**config.mk**
```make
export PLATFORM = sky130hd
export DESIGN_NAME = soa_div
export DESIGN_NICKNAME = d
export VERILOG_FILES = /design/src/rtl/core/soa_div.sv
export SDC_FILE = /design/constraint.sdc
export NUM_CORES = 1
export LEC_CHECK = 0
export BUFFER_PORTS_ARGS = -buffer_cell sky130_fd_sc_hd__buf_2
export CAP_MARGIN = 20
export CORE_ASPECT_RATIO = 1.5
export CORE_MARGIN = 4
export CORE_UTILIZATION = 45
export DETAILED_ROUTE_END_ITERATION = 7
export PLACE_DENSITY_LB_ADDON = 0.3
export SLEW_MARGIN = 20
export SYNTH_ARGS = -nofsm -noshare
export SYNTH_HDL_FRONTEND = slang
export SYNTH_SLANG_ARGS = --single-unit
```
**constraint.sdc**
```tcl
create_clock -name clk -period 4.3 [get_ports clk]
set_input_delay 0.86 -clock clk [delete_from_list [all_inputs] [get_ports clk]]
set_output_delay 0.86 -clock clk [all_outputs]
set_load 0.02 [all_outputs]
```
**src/rtl/core/soa_div.sv**
```systemverilog
// restoring divider, one quotient bit per cycle
`default_nettype none
module soa_div #(
	parameter int DW = 25,
	parameter int VW = 14
) (
	input  wire logic          clk,
	input  wire logic          arst_n,
	input  wire logic          start,
	input  wire logic [DW-1:0] dividend,
	input  wire logic [VW-1:0] divisor,
	output logic               done,
	output logic      [DW-1:0] quotient
);

	localparam int CW = $clog2(DW + 1);

	logic [VW-1:0] rem_q;
	logic [DW-1:0] quo_q;
	logic [CW-1:0] cnt_q;
	logic          run_q;
	logic          done_q;
	logic [VW:0]   rem_sh;
	logic          ge;

	always_comb begin
		rem_sh = {rem_q, quo_q[DW-1]};
		ge     = rem_sh >= {1'b0, divisor};
	end

	always_ff @(posedge clk or negedge arst_n) begin
		if (!arst_n) begin
			rem_q  <= '0;
			quo_q  <= '0;
			cnt_q  <= '0;
			run_q  <= 1'b0;
			done_q <= 1'b0;
		end else begin
			done_q <= 1'b0;
			if (start) begin
				rem_q <= '0;
				quo_q <= dividend;
				cnt_q <= CW'(DW);
				run_q <= 1'b1;
			end else if (run_q) begin
				rem_q <= ge ? VW'(rem_sh - {1'b0, divisor}) : VW'(rem_sh);
				quo_q <= {quo_q[DW-2:0], ge};
				cnt_q <= cnt_q - 1'b1;
				if (cnt_q == CW'(1)) begin
					run_q  <= 1'b0;
					done_q <= 1'b1;
				end
			end
		end
	end

	assign done     = done_q;
	assign quotient = quo_q;

endmodule
`default_nettype wire

```
==> flow_summary.json <==
{
  "r2r_cells": 7,
  "post_cts_resized": 0,
  "period_minus_slack_ps": 2931,
  "synth_cell_types": 55,
  "dr.pass1.iters": 4,
  "crit_path_max_fanout": 18,
  "hold_violations": 0,
  "grtUsageTotal_pct": 17.70,
  "max_freq_ghz": 0.3411,
  "power_mw": 1.606,
  "drive_gt1_share_pct": 23.72,
  "ir_drop_mv": 0.2740,
  "cts.htree.levels": 2,
  "mostFrequentLayoutCells": "66 x buf_2, 45 x dfrtp_1, 37 x nand2_1",
  "drt_iter0_drc": 118,
  "finalWorstSetupSlack_ps": 1369,
  "post-cts-setup-buffers": 0,
  "setup_tns_ps": 0,
  "hold_class": "reg -> reg",
  "io_pins": 68,
  "syn2layout_area_growth_pct": 14.27,
  "place_ws_ps": 1062,
  "grt_pass1_wl_mm": 11.51,
  "post-route-period-util_pct": 68.17,
  "synth_enable_flop_cells": 0,
  "nets": 450,
  "yosys_most_used_dff": "dfrtp_1",
  "grt_setup_unrepaired": "no",
  "clkTransAtPathRegs_ps": 80,
  "antenna_cells": 0,
  "post-route-util_pct": 53.22,
  "ys.warnings.count": 0,
  "grt_overflow": 0,
  "grt_max_degree": 54,
  "worstMarginPinSlew_ps": 780.4,
  "finalSetupViolations": 0,
  "worstPathRequired_ps": 4490,
  "core_area_um2": 6531,
  "clockBufferDepth": 2,
  "powerDensity_nw_per_um2": 462.1,
  "wl_per_cell_um": 14.63,
  "synth_nets": 395,
  "initial_core_util_pct": 46.57,
  "arrival_ps": 3120,
  "grt_pass1_vias": 2560,
  "final_cells": 468,
  "numPortBuffers": 67,
  "cts_tree": "yes",
  "cp-end-kind": "flip-flop",
  "async_flop_share_pct": 100.0,
  "stdcell_area_um2": 3476,
  "syn_inst": 336,
  "synth_area_um2": 3042,
  "hold_slack_ps": 532.5,
  "power.leakage_nw": 1.847,
  "dp_hpwl_mm": 5.077,
  "antenna_found_initial": 0,
  "cts_buffers": 5,
  "avgSynthCellArea_um2": 9.053,
  "maxCapViolations": 0,
  "die_y_um": 108.7,
  "drc": 0,
  "path_class": "in -> reg",
  "synth-seq-cells": 46,
  "via_per_inst": 5.579,
  "dp.cells": 460,
  "wl_mm": 6.846,
  "cts_root_buf": "clkbuf_8",
  "startpoint_type": "input pin",
  "gp_congestion": 0.9197,
  "outcome": "finished clean",
  "fin_skew_ps": 4.713,
  "dpl_cell_area_um2": 3382,
  "hold_buffers": 0,
  "vias": 2611,
  "slew_headroom_pct": 47.97,
  "hold_depth": 2,
  "clk_latency_ps": 290,
  "register_area_um2": 1152,
  "multi_input_area_um2": 1702,
  "seq_area_frac_synth_pct": 37.84,
  "num_rows": 36,
  "chipWidth_um": 75.13,
  "die_area_um2": 8166,
  "final_common_cell": "buf_2",
  "clock-sinks": 46,
  "fill_cells": 615,
  "ant_nets": 0,
  "timing.final.max_slew_violations": 0
}
## state kept, by name, summed over array words and instances, names as in the netlist
name,cells
cnt_q,5
quotient,25
run_q,1
rem_q,14
done,1
## per-layer routing
layer | wire (um) | track usage (%) | vias to the layer above | share of wire (%)
li1 | - | - | 1300 | -
met1 | 2882 | 21.74 | 1232 | 42
met2 | 3430 | 30.55 | 65 | 50
met3 | 363 | 3.321 | 14 | 5.3
met4 | 170 | 6.000 | 0 | 2.5
met5 | 0 | 0 | - | 0
## kinds of logic after synthesis
family,count (synthesis),synth area share [%]
flops,46,37.84
compound gates,82,18.92
buf+inv,43,6.211
simple gates,109,17.52
mux,25,8.227
xor+xnor,14,4.031
fa+ha+maj,17,7.240
## Yosys cell counts (all sizes together), types with 2 or more instances
library cell	number	share of area [%]
a21o	4	0.99
a311oi	4	1.2
nor2b	3	0.62
inv	22	2.7
nand2b	7	1.4
nor2	26	3.2
nand2	40	5.2
or4	2	0.62
ha	16	6.6
a41oi	2	0.58
dfrtp	46	38
o2111ai	4	1.2
o21ai	30	4.9
nor3	5	0.82
o311a	4	1.5
o311ai	2	0.58
xnor2	7	2.0
nand3b	4	0.99
a21oi	8	1.3
nand4	5	1.2
clkbuf	15	1.9
o211a	2	0.66
a211o	2	0.58
o21a	3	0.74
nand3	9	1.5
buf	6	1.6
mux2i	25	8.2
xor2	7	2.0
a31oi	3	0.62
a211oi	7	2.2
## critical path: stages
cell and delay [ps]:
buf_2 70, inv_1 30, ha_1 390, nand4_2 160, or4_4 570, nand2_2 110, a211o_1 490, o32ai_1 180
a31o_2 240
## report_power, final
part	switching [mW]	leakage, nW	internal (mW)	total (mW)
Clock	0.140	0.0482	0.130	0.270
Sequential	0.0680	0.576	0.509	0.577
Combinational	0.446	1.22	0.313	0.759
Total	0.655	1.85	0.952	1.61
## worst paths after layout
kind,start,endpoint,slack [ps]
min in group asynchronous,arst_n,quotient[13],550
hold / removal,cnt_q[4],cnt_q[4],530
hold reg to reg,cnt_q[4],cnt_q[4],530
setup reg to reg,rem_q[7],rem_q[9],1600
setup / recovery,divisor[8],rem_q[9],1370
max in group asynchronous,arst_n,run_q,3340
## cell type report
class	count	share of cell area, %
multi-input cells	247	48.96
repair buffers	69	10.15
well taps	76	2.736
inverters	22	2.376
flip-flops and latches	46	33.15
clock buffers	7	2.484
clock inverters	1	0.1440
(Power assumes the default switching activity.)
